File: src/hw/rtl/fas_pkg.sv
package fas_pkg;

    // Fixed field widths
    localparam int CFG_IDX_W  = 3;
    localparam int CFG_DATA_W = 16;
    localparam int OP_W       = 2;
    localparam int STEP_W     = 16;
    localparam int KIND_W     = 3;
    localparam int REG_W      = 16;
    localparam int PEAK_W     = 13;
    localparam int ELAPSED_W  = 32;
    localparam int PHASE_W    = 2;

    localparam logic [PEAK_W-1:0] PEAK_RESET = 13'd2048;

    // Configuration register indexes
    localparam logic [CFG_IDX_W-1:0] CFG_KIND  = 3'd0;
    localparam logic [CFG_IDX_W-1:0] CFG_RISE  = 3'd1;
    localparam logic [CFG_IDX_W-1:0] CFG_FALL  = 3'd2;
    localparam logic [CFG_IDX_W-1:0] CFG_PAUSE = 3'd3;
    localparam logic [CFG_IDX_W-1:0] CFG_PEAK  = 3'd4;

    // Request opcodes
    localparam logic [OP_W-1:0] OP_TICK   = 2'd0;
    localparam logic [OP_W-1:0] OP_START  = 2'd1;
    localparam logic [OP_W-1:0] OP_CANCEL = 2'd2;

    // Fade kinds
    localparam logic [KIND_W-1:0] KIND_NONE  = 3'd0;
    localparam logic [KIND_W-1:0] KIND_IN    = 3'd1;
    localparam logic [KIND_W-1:0] KIND_OUT   = 3'd2;
    localparam logic [KIND_W-1:0] KIND_INOUT = 3'd3;
    localparam logic [KIND_W-1:0] KIND_CROSS = 3'd4;

    typedef enum logic [PHASE_W-1:0] {
        PH_IDLE = 2'd0,
        PH_RISE = 2'd1,
        PH_MID  = 2'd2,
        PH_FALL = 2'd3
    } t_phase;

    typedef enum logic [1:0] {
        SQ_IDLE = 2'd0,
        SQ_MUL  = 2'd1,
        SQ_DIV  = 2'd2,
        SQ_DONE = 2'd3
    } t_seq;

endpackage

File: src/hw/rtl/fas_div.sv
module fas_div #(
    parameter int DEN_W = 16,
    parameter int QUO_W = 13
) (
    input  logic                   i_clk,
    input  logic                   i_rst_n,
    input  logic                   i_start,
    input  logic [DEN_W+QUO_W-1:0] i_num,
    input  logic [DEN_W-1:0]       i_den,
    output logic                   o_done,
    output logic [QUO_W-1:0]       o_quot
);
    // Restoring divider, one quotient bit per cycle.
    // Upper numerator bits must already be below the divisor.
    localparam int CW = $clog2(QUO_W + 1);

    logic             r_busy, n_busy;
    logic             r_done, n_done;
    logic [CW-1:0]    r_cnt, n_cnt;
    logic [DEN_W-1:0] r_rem, n_rem;
    logic [DEN_W-1:0] r_den, n_den;
    logic [QUO_W-1:0] r_quo, n_quo;

    logic [DEN_W:0]   w_trial;
    logic [DEN_W:0]   w_diff;
    logic             w_ge;

    // Trial subtract
    assign w_trial = {r_rem, r_quo[QUO_W-1]};
    assign w_ge    = w_trial >= {1'b0, r_den};
    assign w_diff  = w_trial - {1'b0, r_den};

    always_comb begin
        n_busy = r_busy;
        n_done = 1'b0;
        n_cnt  = r_cnt;
        n_rem  = r_rem;
        n_den  = r_den;
        n_quo  = r_quo;
        if (i_start) begin
            n_busy = 1'b1;
            n_cnt  = '0;
            n_rem  = i_num[DEN_W+QUO_W-1:QUO_W];
            n_quo  = i_num[QUO_W-1:0];
            n_den  = i_den;
        end else if (r_busy) begin
            n_rem = w_ge ? w_diff[DEN_W-1:0] : w_trial[DEN_W-1:0];
            n_quo = {r_quo[QUO_W-2:0], w_ge};
            n_cnt = r_cnt + CW'(1);
            if (r_cnt == CW'(QUO_W - 1)) begin
                n_busy = 1'b0;
                n_done = 1'b1;
            end
        end
    end

    always_ff @(posedge i_clk) begin
        if (!i_rst_n) begin
            r_busy <= 1'b0;
            r_done <= 1'b0;
            r_cnt  <= '0;
        end else begin
            r_busy <= n_busy;
            r_done <= n_done;
            r_cnt  <= n_cnt;
        end
    end

    // Datapath, no reset
    always_ff @(posedge i_clk) begin
        r_rem <= n_rem;
        r_den <= n_den;
        r_quo <= n_quo;
    end

    assign o_done = r_done;
    assign o_quot = r_quo;

endmodule

File: src/hw/rtl/fade_alpha_sequencer.sv
// Screen fade sequencer. Each request (tick, start, cancel or unknown op)
// gives one result with the cover alpha (Q with ALPHA_BITS fraction bits),
// the phase and the active flag after the request. Requests that need no
// division (start, cancel, unknown op, idle ticks, pause ticks and ramp-end
// ticks) go from acceptance straight to the done state, which loads their
// result into the output register. A tick inside a ramp first passes the
// multiply state, which loads the shared serial divider, then the divide
// state, in which the divider makes ALPHA_BITS + 1 quotient bits at one per
// cycle and the quotient is taken, and then the done state, which loads the
// output register. A new request is taken once the previous result has been
// loaded into the output register; a result still waiting there on a stalled
// receiver adds its wait to the next request's time. Durations are read from
// the configuration registers on each tick and are masked to the smaller of
// TIME_BITS and REG_W bits; elapsed time saturates at 32 bits.
module fade_alpha_sequencer #(
    parameter int ALPHA_BITS = 12,
    parameter int TIME_BITS  = 16
) (
    input  logic                           i_clk,
    input  logic                           i_rst_n,
    input  logic                           i_cfg_we,
    input  logic [fas_pkg::CFG_IDX_W-1:0]  i_cfg_index,
    input  logic [fas_pkg::CFG_DATA_W-1:0] i_cfg_data,
    input  logic                           i_in_valid,
    output logic                           o_in_ready,
    input  logic [fas_pkg::OP_W-1:0]       i_op,
    input  logic signed [fas_pkg::STEP_W-1:0] i_step_time,
    output logic                           o_out_valid,
    input  logic                           i_out_ready,
    output logic [ALPHA_BITS:0]            o_alpha,
    output logic [fas_pkg::PHASE_W-1:0]    o_phase,
    output logic                           o_active
);
    import fas_pkg::*;

    localparam int QW    = ALPHA_BITS + 1;
    localparam int DUR_W = (TIME_BITS < REG_W) ? TIME_BITS : REG_W;
    localparam int PW    = (QW > PEAK_W) ? QW : PEAK_W;
    localparam int NW    = DUR_W + QW;
    localparam logic [QW-1:0] ALPHA_ONE = QW'(1) << ALPHA_BITS;

    // Configuration
    logic [KIND_W-1:0] r_cfg_kind;
    logic [REG_W-1:0]  r_cfg_rise;
    logic [REG_W-1:0]  r_cfg_fall;
    logic [REG_W-1:0]  r_cfg_pause;
    logic [PEAK_W-1:0] r_cfg_peak;

    // Fade state
    t_seq              r_seq, n_seq;
    t_phase            r_phase, n_phase;
    logic [KIND_W-1:0] r_kind, n_kind;
    logic [ELAPSED_W-1:0] r_elapsed, n_elapsed;
    logic [QW-1:0]     r_alpha, n_alpha;
    logic              r_pause_seen, n_pause_seen;
    logic              r_hold, n_hold;

    // Operands held for the divide
    logic [DUR_W-1:0]  r_m, n_m;
    logic [DUR_W-1:0]  r_den, n_den;

    // Output register
    logic              r_out_valid, n_out_valid;
    logic [QW-1:0]     r_out_alpha, n_out_alpha;
    t_phase            r_out_phase, n_out_phase;

    logic              w_accept;
    logic [STEP_W-1:0] w_step;
    logic [ELAPSED_W:0] w_sum;
    logic [ELAPSED_W-1:0] w_elapsed;
    logic [DUR_W-1:0]  w_rise_dur, w_fall_dur, w_pause;
    logic [PW-1:0]     w_peak_cfg;
    logic [QW-1:0]     w_peak;
    logic              w_rise_run, w_fall_run;
    logic [NW-1:0]     w_prod;
    logic              w_div_start;
    logic              w_div_done;
    logic [QW-1:0]     w_quot;

    // Configuration writes
    always_ff @(posedge i_clk) begin
        if (!i_rst_n) begin
            r_cfg_kind  <= KIND_NONE;
            r_cfg_rise  <= '0;
            r_cfg_fall  <= '0;
            r_cfg_pause <= '0;
            r_cfg_peak  <= PEAK_RESET;
        end else if (i_cfg_we) begin
            case (i_cfg_index)
                CFG_KIND:  r_cfg_kind  <= i_cfg_data[KIND_W-1:0];
                CFG_RISE:  r_cfg_rise  <= i_cfg_data[REG_W-1:0];
                CFG_FALL:  r_cfg_fall  <= i_cfg_data[REG_W-1:0];
                CFG_PAUSE: r_cfg_pause <= i_cfg_data[REG_W-1:0];
                CFG_PEAK:  r_cfg_peak  <= i_cfg_data[PEAK_W-1:0];
                default: ;
            endcase
        end
    end

    assign o_in_ready = (r_seq == SQ_IDLE);
    assign w_accept   = i_in_valid && o_in_ready;

    // Step clamp and saturating elapsed time
    assign w_step    = i_step_time[STEP_W-1] ? '0 : {1'b0, i_step_time[STEP_W-2:0]};
    assign w_sum     = {1'b0, r_elapsed} + (ELAPSED_W+1)'(w_step);
    assign w_elapsed = w_sum[ELAPSED_W] ? '1 : w_sum[ELAPSED_W-1:0];

    assign w_rise_dur = r_cfg_rise[DUR_W-1:0];
    assign w_fall_dur = r_cfg_fall[DUR_W-1:0];
    assign w_pause    = r_cfg_pause[DUR_W-1:0];

    // Peak level: crossfade uses its own level, clamped to full
    assign w_peak_cfg = PW'(r_cfg_peak);
    assign w_peak = (r_kind == KIND_CROSS && w_peak_cfg < PW'(ALPHA_ONE))
                  ? QW'(w_peak_cfg) : ALPHA_ONE;

    assign w_rise_run = (w_rise_dur != '0) && (w_elapsed < ELAPSED_W'(w_rise_dur));
    assign w_fall_run = (w_fall_dur != '0) && (w_elapsed < ELAPSED_W'(w_fall_dur));

    // Multiply ahead of the divider
    assign w_prod      = NW'(r_m) * NW'(w_peak);
    assign w_div_start = (r_seq == SQ_MUL);

    fas_div #(
        .DEN_W (DUR_W),
        .QUO_W (QW)
    ) u_div (
        .i_clk   (i_clk),
        .i_rst_n (i_rst_n),
        .i_start (w_div_start),
        .i_num   (w_prod),
        .i_den   (r_den),
        .o_done  (w_div_done),
        .o_quot  (w_quot)
    );

    // Sequencer and fade state update
    always_comb begin
        n_seq        = r_seq;
        n_phase      = r_phase;
        n_kind       = r_kind;
        n_elapsed    = r_elapsed;
        n_alpha      = r_alpha;
        n_pause_seen = r_pause_seen;
        n_hold       = r_hold;
        n_m          = r_m;
        n_den        = r_den;
        n_out_valid  = r_out_valid && !i_out_ready;
        n_out_alpha  = r_out_alpha;
        n_out_phase  = r_out_phase;

        case (r_seq)
            SQ_IDLE: begin
                if (w_accept) begin
                    n_seq = SQ_DONE;
                    case (i_op)
                        OP_START: begin
                            n_elapsed    = '0;
                            n_pause_seen = 1'b0;
                            n_hold       = 1'b0;
                            n_kind       = r_cfg_kind;
                            n_alpha      = '0;
                            n_phase      = PH_RISE;
                            if (r_cfg_kind == KIND_IN) begin
                                n_phase = PH_FALL;
                                n_alpha = ALPHA_ONE;
                            end else if (!(r_cfg_kind == KIND_OUT ||
                                           r_cfg_kind == KIND_INOUT ||
                                           r_cfg_kind == KIND_CROSS)) begin
                                n_phase = PH_IDLE;
                                n_kind  = KIND_NONE;
                            end
                        end
                        OP_CANCEL: begin
                            n_phase      = PH_IDLE;
                            n_kind       = KIND_NONE;
                            n_alpha      = '0;
                            n_elapsed    = '0;
                            n_pause_seen = 1'b0;
                            n_hold       = 1'b0;
                        end
                        OP_TICK: begin
                            if (r_phase != PH_IDLE) begin
                                n_elapsed = w_elapsed;
                            end
                            case (r_phase)
                                PH_RISE: begin
                                    if (w_rise_run) begin
                                        n_m   = w_elapsed[DUR_W-1:0];
                                        n_den = w_rise_dur;
                                        n_seq = SQ_MUL;
                                    end else begin
                                        n_alpha = w_peak;
                                        if (r_kind == KIND_OUT ||
                                            r_kind == KIND_INOUT) begin
                                            n_phase      = PH_MID;
                                            n_elapsed    = '0;
                                            n_pause_seen = 1'b0;
                                            n_hold       = (r_kind == KIND_OUT);
                                        end else if (r_kind == KIND_CROSS) begin
                                            n_phase   = PH_FALL;
                                            n_elapsed = '0;
                                        end
                                    end
                                end
                                PH_MID: begin
                                    if (r_hold) begin
                                        n_alpha = ALPHA_ONE;
                                    end else begin
                                        n_alpha = w_peak;
                                        if (!r_pause_seen) begin
                                            n_pause_seen = 1'b1;
                                        end else if (w_elapsed >=
                                                     ELAPSED_W'(w_pause)) begin
                                            n_phase   = PH_FALL;
                                            n_elapsed = '0;
                                        end
                                    end
                                end
                                PH_FALL: begin
                                    if (w_fall_run) begin
                                        n_m   = w_fall_dur - w_elapsed[DUR_W-1:0];
                                        n_den = w_fall_dur;
                                        n_seq = SQ_MUL;
                                    end else begin
                                        n_phase      = PH_IDLE;
                                        n_kind       = KIND_NONE;
                                        n_alpha      = '0;
                                        n_elapsed    = '0;
                                        n_pause_seen = 1'b0;
                                        n_hold       = 1'b0;
                                    end
                                end
                                default: ;
                            endcase
                        end
                        default: ;
                    endcase
                end
            end
            SQ_MUL: begin
                n_seq = SQ_DIV;
            end
            SQ_DIV: begin
                if (w_div_done) begin
                    n_alpha = w_quot;
                    n_seq   = SQ_DONE;
                end
            end
            SQ_DONE: begin
                // load the result once the output slot is free
                if (!r_out_valid || i_out_ready) begin
                    n_out_valid = 1'b1;
                    n_out_alpha = r_alpha;
                    n_out_phase = r_phase;
                    n_seq       = SQ_IDLE;
                end
            end
            default: begin
                n_seq = SQ_IDLE;
            end
        endcase
    end

    always_ff @(posedge i_clk) begin
        if (!i_rst_n) begin
            r_seq        <= SQ_IDLE;
            r_phase      <= PH_IDLE;
            r_kind       <= KIND_NONE;
            r_elapsed    <= '0;
            r_alpha      <= '0;
            r_pause_seen <= 1'b0;
            r_hold       <= 1'b0;
            r_out_valid  <= 1'b0;
        end else begin
            r_seq        <= n_seq;
            r_phase      <= n_phase;
            r_kind       <= n_kind;
            r_elapsed    <= n_elapsed;
            r_alpha      <= n_alpha;
            r_pause_seen <= n_pause_seen;
            r_hold       <= n_hold;
            r_out_valid  <= n_out_valid;
        end
    end

    // Payload registers, no reset
    always_ff @(posedge i_clk) begin
        r_m         <= n_m;
        r_den       <= n_den;
        r_out_alpha <= n_out_alpha;
        r_out_phase <= n_out_phase;
    end

    assign o_out_valid = r_out_valid;
    assign o_alpha     = r_out_alpha;
    assign o_phase     = r_out_phase;
    assign o_active    = (r_out_phase != PH_IDLE);

    // Checks
    a_alpha_range: assert property (@(posedge i_clk) disable iff (!i_rst_n)
        o_out_valid |-> (o_alpha <= ALPHA_ONE))
        else $error("alpha above full scale");

    a_idle_zero: assert property (@(posedge i_clk) disable iff (!i_rst_n)
        (o_out_valid && !o_active) |-> (o_alpha == '0))
        else $error("idle result with non-zero alpha");

    a_div_done_seq: assert property (@(posedge i_clk) disable iff (!i_rst_n)
        w_div_done |-> (r_seq == SQ_DIV))
        else $error("divider finished outside divide state");

    a_one_at_a_time: assert property (@(posedge i_clk) disable iff (!i_rst_n)
        w_accept |=> !o_in_ready)
        else $error("request taken while another is in progress");

endmodule
File: config.mk
export PLATFORM = sky130hd
export DESIGN_NAME = fade_alpha_sequencer
export DESIGN_NICKNAME = d
export VERILOG_FILES = /design/src/hw/rtl/fas_pkg.sv /design/src/hw/rtl/fas_div.sv /design/src/hw/rtl/fade_alpha_sequencer.sv
export SDC_FILE = /design/constraint.sdc
export NUM_CORES = 1
export LEC_CHECK = 0
export BUFFER_PORTS_ARGS = -buffer_cell sky130_fd_sc_hd__buf_2
export CAP_MARGIN = 20
export CORE_UTILIZATION = 30
export DETAILED_ROUTE_END_ITERATION = 10
export GPL_ROUTABILITY_DRIVEN = 1
export PLACE_DENSITY = 0.54
export SLEW_MARGIN = 20
export SYNTH_ARGS = -nofsm -noshare
export SYNTH_HDL_FRONTEND = slang
export SYNTH_SLANG_ARGS = --single-unit
File: constraint.sdc
create_clock -name i_clk -period 9 [get_ports i_clk]
set_input_delay 0.9 -clock i_clk [delete_from_list [all_inputs] [get_ports i_clk]]
set_output_delay 0.9 -clock i_clk [all_outputs]
set_load 0.03 [all_outputs]
Word-level counts from Yosys, hierarchy flattened
Cells that the tools add are included.
- mux-type cells: 73
- $add $sub $neg: 4
- bitwise logic cells: 2
- multipliers: 1
- order comparisons: 5
- reduce and logical (&&, ||, !) cells: 40
- equality and inequality tests: 40
- operators by type and width (kind ; number):
    two-way mux 32 bit ; 9
    two-way mux 13 bit ; 9
    two-way mux 16 bit ; 7
    case mux 32 bit (3 select lines) ; 1
    case mux 13 bit (3 select lines) ; 2
    less-than comparator 32 x 16 -> 1 bit ; 2
    case mux 16 bit (2 select lines) ; 2
    case mux 32 bit (2 select lines) ; 1
    adder 32 x 15 -> 33 bit ; 1
    >= comparator 32 x 16 -> 1 bit ; 1
    nonzero test 16 bit ; 2
    subtractor 16 bit ; 2
    multiplier 16 x 13 -> 29 bit ; 1
    two-way mux 2 bit ; 14
    case mux 13 bit (2 select lines) ; 1
    equality test 3 x 2 -> 1 bit, second input constant ; 6
    != test 3 bit, second input constant ; 6
    >= comparator 17 x 16 -> 1 bit ; 1
    two-way mux 15 bit ; 1
    AND reduction 7 bit ; 2
    less-than comparator 13 bit, second input constant ; 1
    two-way mux 1 bit ; 13
    two-way mux 3 bit ; 4
    != test 4 bit, second input constant ; 3
    other kinds (34) ; 73
- input bits: 42
- word-level logic and storage cells: 188
- bits in registers: 217
- output and inout bits: 18

Logic depth before layout (Yosys ltp)
Gate-level depths: netlist of run 1.
- depth after elaboration: 10
- depth in mapped cells: 27
- mapped depth without buffers: 25

Hierarchy
A second synthesis of run 1 with hierarchy kept.
- cell total of the unflattened synthesis: 2315
- area total of the unflattened synthesis: 19932.9 um^2
- modules (own cells, without submodules) (module ; instances ; sequential area each (um^2) ; area each (um^2) ; cells an instance):
    fade_alpha_sequencer ; 1 ; 3793.6 ; 16971.3 ; 2045
    fas_div ; 1 ; 1471.4 ; 2961.6 ; 270

Worst setup path after synthesis of run 1
OpenSTA, ideal clock, no wires.
- kind: input port to flip-flop
- start point: input i_step_time[15] (netlist bit)
- end point: register r_den[0] (enable)
- library setup time: 0.392 ns
- arrival: 6.161 ns
- stages: 23
- slack: 2.447 ns
- path buffers: 3
- cell sequence: clkbuf_1 nor2b_1 ha_1 fa_1 a211oi_1 o211ai_2 a22oi_1 a21boi_1 and2_1 clkbuf_1 clkbuf_1 nor2_1 inv_1 ha_1 nor2b_1 o211ai_1 a21oi_1 o31a_1 nor2_1 nor2_1 a2111o_1 nor4_1 and2_1
- cells in the longest elaborated chain, start to end: 7
- ends and longest elaborated chain (item ; RTL line ; source):
    from (decl) ; fade_alpha_sequencer.sv:27 ; input logic signed [fas_pkg::STEP_W-1:0] i_step_time,
    two-way mux 15 bit * ; fade_alpha_sequencer.sv:104 ; assign w_step = i_step_time[STEP_W-1] ? '0 : {1'b0, i_step_time[STEP_W-2:0]};
    adder 32 x 15 -> 33 bit * ; fade_alpha_sequencer.sv:105 ; assign w_sum = {1'b0, r_elapsed} + (ELAPSED_W+1)'(w_step);
    two-way mux 32 bit * ; fade_alpha_sequencer.sv:106 ; assign w_elapsed = w_sum[ELAPSED_W] ? '1 : w_sum[ELAPSED_W-1:0];
    less-than comparator 32 x 16 -> 1 bit, on equally long branches ; fade_alpha_sequencer.sv:118, fade_alpha_sequencer.sv:117 ;
    logical AND 1 bit, on equally long branches ; fade_alpha_sequencer.sv:118, fade_alpha_sequencer.sv:117 ;
    != test 2 bit (no source line) ; - ;
    AND reduction 6 bit (no source line) * ; - ;
    to (signal assigned) ; fade_alpha_sequencer.sv:290 ; r_den <= n_den;
    to (decl) ; fade_alpha_sequencer.sv:60 ; logic [DUR_W-1:0] r_den, n_den;
Mark *: on every way between the ends. The rest lies on a longest branch, timed or not.
A chain may end at the register's enable or synchronous reset.

Worst setup path after layout of run 1
- start point: register r_kind[0]
- end point: register u_div.r_rem[15] (data pin)
- cells in the longest elaborated chain, start to end: 5
- ends and longest elaborated chain (item ; RTL line ; source):
    from (decl) ; fade_alpha_sequencer.sv:52 ; logic [KIND_W-1:0] r_kind, n_kind;
    from (signal assigned) ; fade_alpha_sequencer.sv:278 ; r_kind <= n_kind;
    equality test 3 bit ; fade_alpha_sequencer.sv:114 ; assign w_peak = (r_kind == KIND_CROSS && w_peak_cfg < PW'(ALPHA_ONE))
    logical AND 1 bit ; fade_alpha_sequencer.sv:114 ;
    two-way mux 13 bit ; fade_alpha_sequencer.sv:115 ; ? QW'(w_peak_cfg) : ALPHA_ONE;
    multiplier 16 x 13 -> 29 bit ; fade_alpha_sequencer.sv:121 ; assign w_prod = NW'(r_m) * NW'(w_peak);
    two-way mux 16 bit ; fas_div.sv:40 ; if (i_start) begin
    named net u_div.n_rem[15] ; fas_div.sv:20 ; logic [DEN_W-1:0] r_rem, n_rem;
    to (signal assigned) ; fas_div.sv:71 ; r_rem <= n_rem;
    to (decl) ; fas_div.sv:20 ;
The timed path passes the listed nets, and every way through them passes these cells.

==> impl_metrics.tcl, run 1 <==
set metrics [dict create \
    outcome "completed" \
    fin_setup_tns_ns 0 \
    crit_family "adder cells" \
    grt_max_degree 74 \
    netlist_instances 2327 \
    netlist.area_leader.share_pct 16.0 \
    p_leak_uw 0.00954 \
    final_cell_mix "nand2_1 (424), inv_1 (315), ha_1 (179)" \
    ys_types 77 \
    dieArea_um2 66500 \
    initial_utilization_pct 30.4 \
    timing.fmax_mhz 127 \
    track_usage_pct 16.9 \
    clk_pin_slew_ns 0.06 \
    insertion_delay_ns 0.55 \
    slowest_delay_ns 0.63 \
    root_buffer "clkbuf_16" \
    yosysTopAreaCell "fa_1" \
    hpwl_um 44800 \
    cts_buffer_depth 3 \
    grt_pass1_vias 16100 \
    htreeDepth 1 \
    synth_flop_cell "dfxtp_1" \
    die_x_um 258 \
    drc 0 \
    worstSetupStartpointType "flip-flop" \
    endpoint_kind "flip-flop" \
    synth_seq_cells 217 \
    ir_worst_vdd_mv 0.123 \
    cts_setup_buffers 0 \
    hold_class "flip-flop to flip-flop" \
    viasPerCell 5.05 \
    cp_common_cell "fa_1" \
    ys_warn_count 0 \
    slew_headroom_pct 39.3 \
    finalWirelength_um 56500 \
    synth_enable_flop_cells 92 \
    wl_per_cell_um 17.6 \
    final_common_cell "nand2_1" \
    crit_type "flip-flop to flip-flop" \
    cp_max_fo 56 \
    finalCritPeriodShare_pct 87.4 \
    cts_resized 0 \
    cts-hold-fix-buffers 0 \
    cp_cell_sequence "nor2_1 > nand2_1 > nor2_4 > buf_4 > and2_1 > nand2_1 > fa_1 > fa_1 > inv_1 > fa_1 > fa_1 > inv_1 > fa_1 > inv_1 > ha_1 > o21ai_0 > a21oi_1 > o311ai_0 > nor4b_1 > o21ai_0 > a31oi_1 > xnor2_1 > mux2i_1" \
    worstMarginPinSlew_ns 0.904 \
    min_period_ns 7.86 \
    finish.utilization_pct 33.5 \
    synth_area_per_cell_um2 8.44 \
    place.gp.congestion 0.924 \
    slowest_stage "o311ai_0" \
    cts_tree "yes" \
    antenna_found_initial 1 \
    skew_ns 0.0109 \
    fillCellCount 6750 \
    nNetsFinal 2706 \
    ios 60 \
    async_flop_share_pct 0 \
    cap_violations 0 \
    die_h_um 258 \
    overflow 0 \
    setup_viol 0 \
    crit_arrival_ns 8.13 \
    maxSlewViolCount 0 \
    areaGrowthSynthToFinish_pct 10.1 \
    synth_area_um2 19600 \
    detail-route-antenna-nets 0 \
    path_buf_inv 4 \
    coreArea_um2 64600 \
    vias 16200 \
    ff_latch_area_um2 5270 \
    drive_gt1_share_pct 6.81 \
    multi_input_area_um2 12800 \
    num_rows 93 \
    drt_iter0_drc 1070 \
    synth.area.top_cells "fa_1 (16%), edfxtp_1 (14%), dfxtp_1 (13%)" \
    yosysSeqAreaShare_pct 26.8 \
    powerDensity_nw_per_um2 166 \
    grt_pass1_wl_um 89400 \
    cts-buffers-inserted 27 \
    syn_nets 2706 \
    cp.required_ns 9.27 \
    rsz0062_at_grt "no" \
    portBuffers 59 \
    firstDrtPassIters 5 \
    cts_num_sinks 217 \
    hold_viol_final 0 \
]
==> layer usage <==
metal  routed length, µm  up-vias  GRT usage [%]
li1                    -     7760              -
met5                  13        -              0
met1               25900     7871           23.4
met4                1720        2           5.82
met2               25700      464           27.1
met3                3150       83           2.29
==> stage by stage <==
stage          area (µm²)  std cells  hold slack (ns)  power, µW  setup WS [ns]
2_1_floorplan       19600       2327            0.400       2180           2.45
6_report            21600       3204            0.412       3580           1.14
5_1_grt             21600       3203            0.426       3790          0.480
3_3_place_gp        20800       3153            0.405       2500           1.36
4_1_cts             21600       3203            0.416       3600           1.24
3_5_place_dp        20800       3153            0.407       2520           1.25
==> cell usage after synthesis, drive strengths merged (6+ instances only) <==
library cell and instances:
a211oi 17, nor4 14, dfxtp 125, o211ai 16, clkbuf 94, ha 180
mux2 16, o22ai 6, nor3 27, o31ai 10, o21bai 8, o21a 9
a21oi 160, a21o 22, mux2i 26, and2 31, or4 6, a31oi 9
xor2 22, or3 10, fa 157, edfxtp 92, nor2b 27, buf 11
nand3 36, or2 10, nand2b 11, nor2 111, nand2 424, inv 317
nand4 18, o21ai 112, xnor2 45, o2111ai 6, and3 81
==> state kept, by name, summed over array words and instances (netlist names), 3 cells and up <==
signal	flops
r_cfg_pause	16
u_div.o_quot	13
r_cfg_peak	13
r_cfg_rise	16
o_alpha	13
r_elapsed	32
u_div.r_rem	16
r_cfg_fall	16
r_cfg_kind	3
r_kind	3
u_div.r_cnt	4
u_div.r_den	16
r_m	16
r_den	16
r_alpha	13
==> final timing paths <==
path                                        startpoint                         to  slack [ns]  depth (start not counted)
worst max-delay path            r_kind[0]$_SDFFE_PN0P_  u_div.r_rem[15]$_DFFE_PP_        1.14                         23
worst min-delay path                r_den[1]$_DFFE_PP_   u_div.r_den[1]$_DFFE_PP_        0.41                          0
worst max register to register  r_kind[0]$_SDFFE_PN0P_  u_div.r_rem[15]$_DFFE_PP_        1.14                         23
worst min register to register      r_den[1]$_DFFE_PP_   u_div.r_den[1]$_DFFE_PP_        0.41                          0
==> area by class of cell <==
class / instances / share of cell area [%]
Multi-Input combinational cell: 1688 / 59.2
Sequential cell: 217 / 24.3
Inverter: 317 / 5.50
Tap cell: 855 / 4.95
Clock buffer: 39 / 3.57
Timing Repair Buffer: 76 / 1.96
Clock inverter: 11 / 0.440
Antenna cell: 1 / 0.0116
==> cell families (layout without fill, tap and decap cells) <==
group / after synthesis / in the layout / share of synthesized area, %
flops: 217 / 217 / 26.8
simple gates: 814 / 814 / 19.0
compound gates: 428 / 428 / 13.3
mux: 42 / 42 / 2.24
buf+inv: 422 / 443 / 8.20
other cells: 0 / 1 / 0
xor+xnor: 67 / 67 / 2.99
fa+ha+maj: 337 / 337 / 27.5
==> power breakdown <==
part / switching (µW) / internal [µW] / total [µW]
Combinational: 735 / 448 / 1180
Sequential: 92.9 / 1230 / 1330
Clock: 443 / 626 / 1070
==> worst register-to-register path: stages, from the launching register on <==
cell and delay (ns):
dfxtp_1 0.33, nor2_1 0.10, nand2_1 0.13, nor2_4 0.61
buf_4 0.56, and2_1 0.35, nand2_1 0.11, fa_1 0.61
fa_1 0.58, inv_1 0.06, fa_1 0.51, fa_1 0.55
inv_1 0.05, fa_1 0.54, inv_1 0.04, ha_1 0.34
o21ai_0 0.17, a21oi_1 0.15, o311ai_0 0.63, nor4b_1 0.51
o21ai_0 0.19, a31oi_1 0.24, xnor2_1 0.14, mux2i_1 0.08
No activity file was read; power rests on OpenSTA's default activity.
==> inputs of run 2 (changes only) <==
- MAX_ROUTING_LAYER: unset -> met4
==> run 2 against run 1 <==
  * Register-to-register slack better by 0.34 ns
  * Maximum frequency is 4.5% higher
  * Total power is 3.1% higher
  * Clock-buffer cell count is 13 lower
  * Largest power group unchanged
  * Sequential power hardly changed
  * Core utilization is 0.16 points higher
  * Critical path depth is 2 higher
  * Highest routed layer is now met4
==> impl_metrics.tcl, run 2 (synthesized netlist as in run 1, its figures left out) <==
set metrics [dict create \
    grt_pass1_vias 16000 \
    total_power_uw 3690 \
    outcome "completed" \
    cts_resized 0 \
    place.gp.congestion 0.981 \
    root_buffer "clkbuf_16" \
    crit_type "flip-flop to flip-flop" \
    ir_worst_vdd_mv 0.150 \
    worstSetupStartpointType "flip-flop" \
    final_common_cell "nand2_1" \
    cts-buffers-inserted 26 \
    finalCritPeriodShare_pct 83.6 \
    fin_area_um2 21700 \
    setup_viol 0 \
    slew_headroom_pct 32.9 \
    antenna_found_initial 0 \
    diodes 0 \
    ios 60 \
    endpoint_kind "flip-flop" \
    wl_per_cell_um 18.1 \
    min_period_ns 7.53 \
    dp.cells 3154 \
    cts_setup_buffers 0 \
    detail-route-antenna-nets 0 \
    finish.utilization_pct 33.6 \
    regMostFlops "r_elapsed" \
    rsz0062_at_grt "no" \
    firstDrtPassIters 5 \
    crit_arrival_ns 7.78 \
    vias 16300 \
    drt_iter0_drc 1181 \
    place_area_um2 20800 \
    die_h_um 258 \
    cap_violations 0 \
    cts_tree "yes" \
    hold_viol_final 0 \
    final_cell_mix "nand2_1 (424), inv_1 (315), ha_1 (179)" \
    cts_buffer_depth 3 \
    maxSlewViolCount 0 \
    worstMarginPinSlew_ns 1.01 \
    insertion_delay_ns 0.55 \
    coreArea_um2 64600 \
    drive_gt1_share_pct 7.07 \
    skew_ns 0.0174 \
    cp.required_ns 9.26 \
    grt_pass1_wl_um 90700 \
    hpwl_um 46200 \
    grt_max_degree 74 \
    instances_no_fill 3203 \
    hold_class "flip-flop to flip-flop" \
    finalWirelength_um 58100 \
    r2r_slack_ns 1.47 \
    largest_reg_flops 32 \
    nNetsFinal 2707 \
    cts_num_sinks 217 \
    overflow 0 \
    num_rows 93 \
    viasPerCell 5.08 \
    initial_utilization_pct 30.4 \
    clk_pin_slew_ns 0.06 \
    die_x_um 258 \
    timing.fmax_mhz 133 \
    areaGrowthSynthToFinish_pct 10.6 \
    track_usage_pct 17.7 \
    fin_setup_tns_ns 0 \
    cts-hold-fix-buffers 0 \
    htreeDepth 1 \
    powerDensity_nw_per_um2 170 \
    dieArea_um2 66500 \
    p_leak_uw 0.00960 \
    cp_max_fo 56 \
    drc 0 \
    portBuffers 59 \
]
-- run 2: cell count changes in the layout (fill, tap and decap cells not counted), moves of 2 or more --
cell       change
buf_4          +2
bufinv_16      +6
clkbuf_1       -8
clkbuf_16      -2
clkbuf_8       -3
clkinv_2       +3
inv_6          -2
-- run 2: final timing paths --
| path | start | to | cells after the start |
|---|---|---|---|
| hold / removal | r_den[5]$_DFFE_PP_ | u_div.r_den[5]$_DFFE_PP_ | 0 |
| setup reg to reg | r_kind[0]$_SDFFE_PN0P_ | u_div.r_rem[15]$_DFFE_PP_ | 25 |
| hold reg to reg | r_den[5]$_DFFE_PP_ | u_div.r_den[5]$_DFFE_PP_ | 0 |
| setup / recovery | r_kind[0]$_SDFFE_PN0P_ | u_div.r_rem[15]$_DFFE_PP_ | 25 |
-- run 2: area by class of cell --
class	instances	area, µm²
Fill cell	6798	42800
Multi-Input combinational cell	1688	12800
Sequential cell	217	5270
Inverter	317	1190
Tap cell	855	1070
Clock buffer	26	651
Timing Repair Buffer	78	438
Clock inverter	22	309
-- run 2: stage by stage --
stage / setup WS (ns) / hold WS, ns
final: 1.47 / 0.417
after global routing: 0.895 / 0.429
after CTS: 1.50 / 0.423
after detailed placement: 1.51 / 0.411
after global placement: 1.67 / 0.407
after floorplan: 2.45 / 0.400
-- run 2: where the power goes --
part	internal, µW	switching [µW]
Clock	732	447
Sequential	1230	90.7
Combinational	449	739
Total	2410	1280
-- run 2: layer usage --
| layer | routed length [µm] | share of wire (%) | global-route usage, % | vias to the layer above |
|---|---|---|---|---|
| li1 | - | - | - | 7761 |
| met2 | 27400 | 47 | 28.6 | 452 |
| met4 | 1520 | 2.6 | 4.72 | 0 |
| met5 | 0 | 0 | - | - |
| met1 | 26400 | 45 | 23.6 | 7967 |
| met3 | 2830 | 4.9 | 1.66 | 94 |
-- run 2: worst max-delay path: stages, from the launching register on --
cell      delay [ns]
dfxtp_1         0.33
nor2_1          0.10
nand2_1         0.14
nor2_4          0.19
buf_4           0.43
and2_1          0.42
nand2_1         0.14
fa_1            0.57
inv_1           0.06
fa_1            0.47
ha_1            0.30
ha_1            0.28
inv_1           0.05
fa_1            0.52
inv_1           0.07
fa_1            0.49
a211oi_1        0.27
nor2_1          0.11
o41ai_1         0.35
a21oi_1         0.27
o311ai_0        0.51
nor4b_1         0.49
o21ai_0         0.19
a31oi_1         0.23
xnor2_1         0.13
mux2i_1         0.08
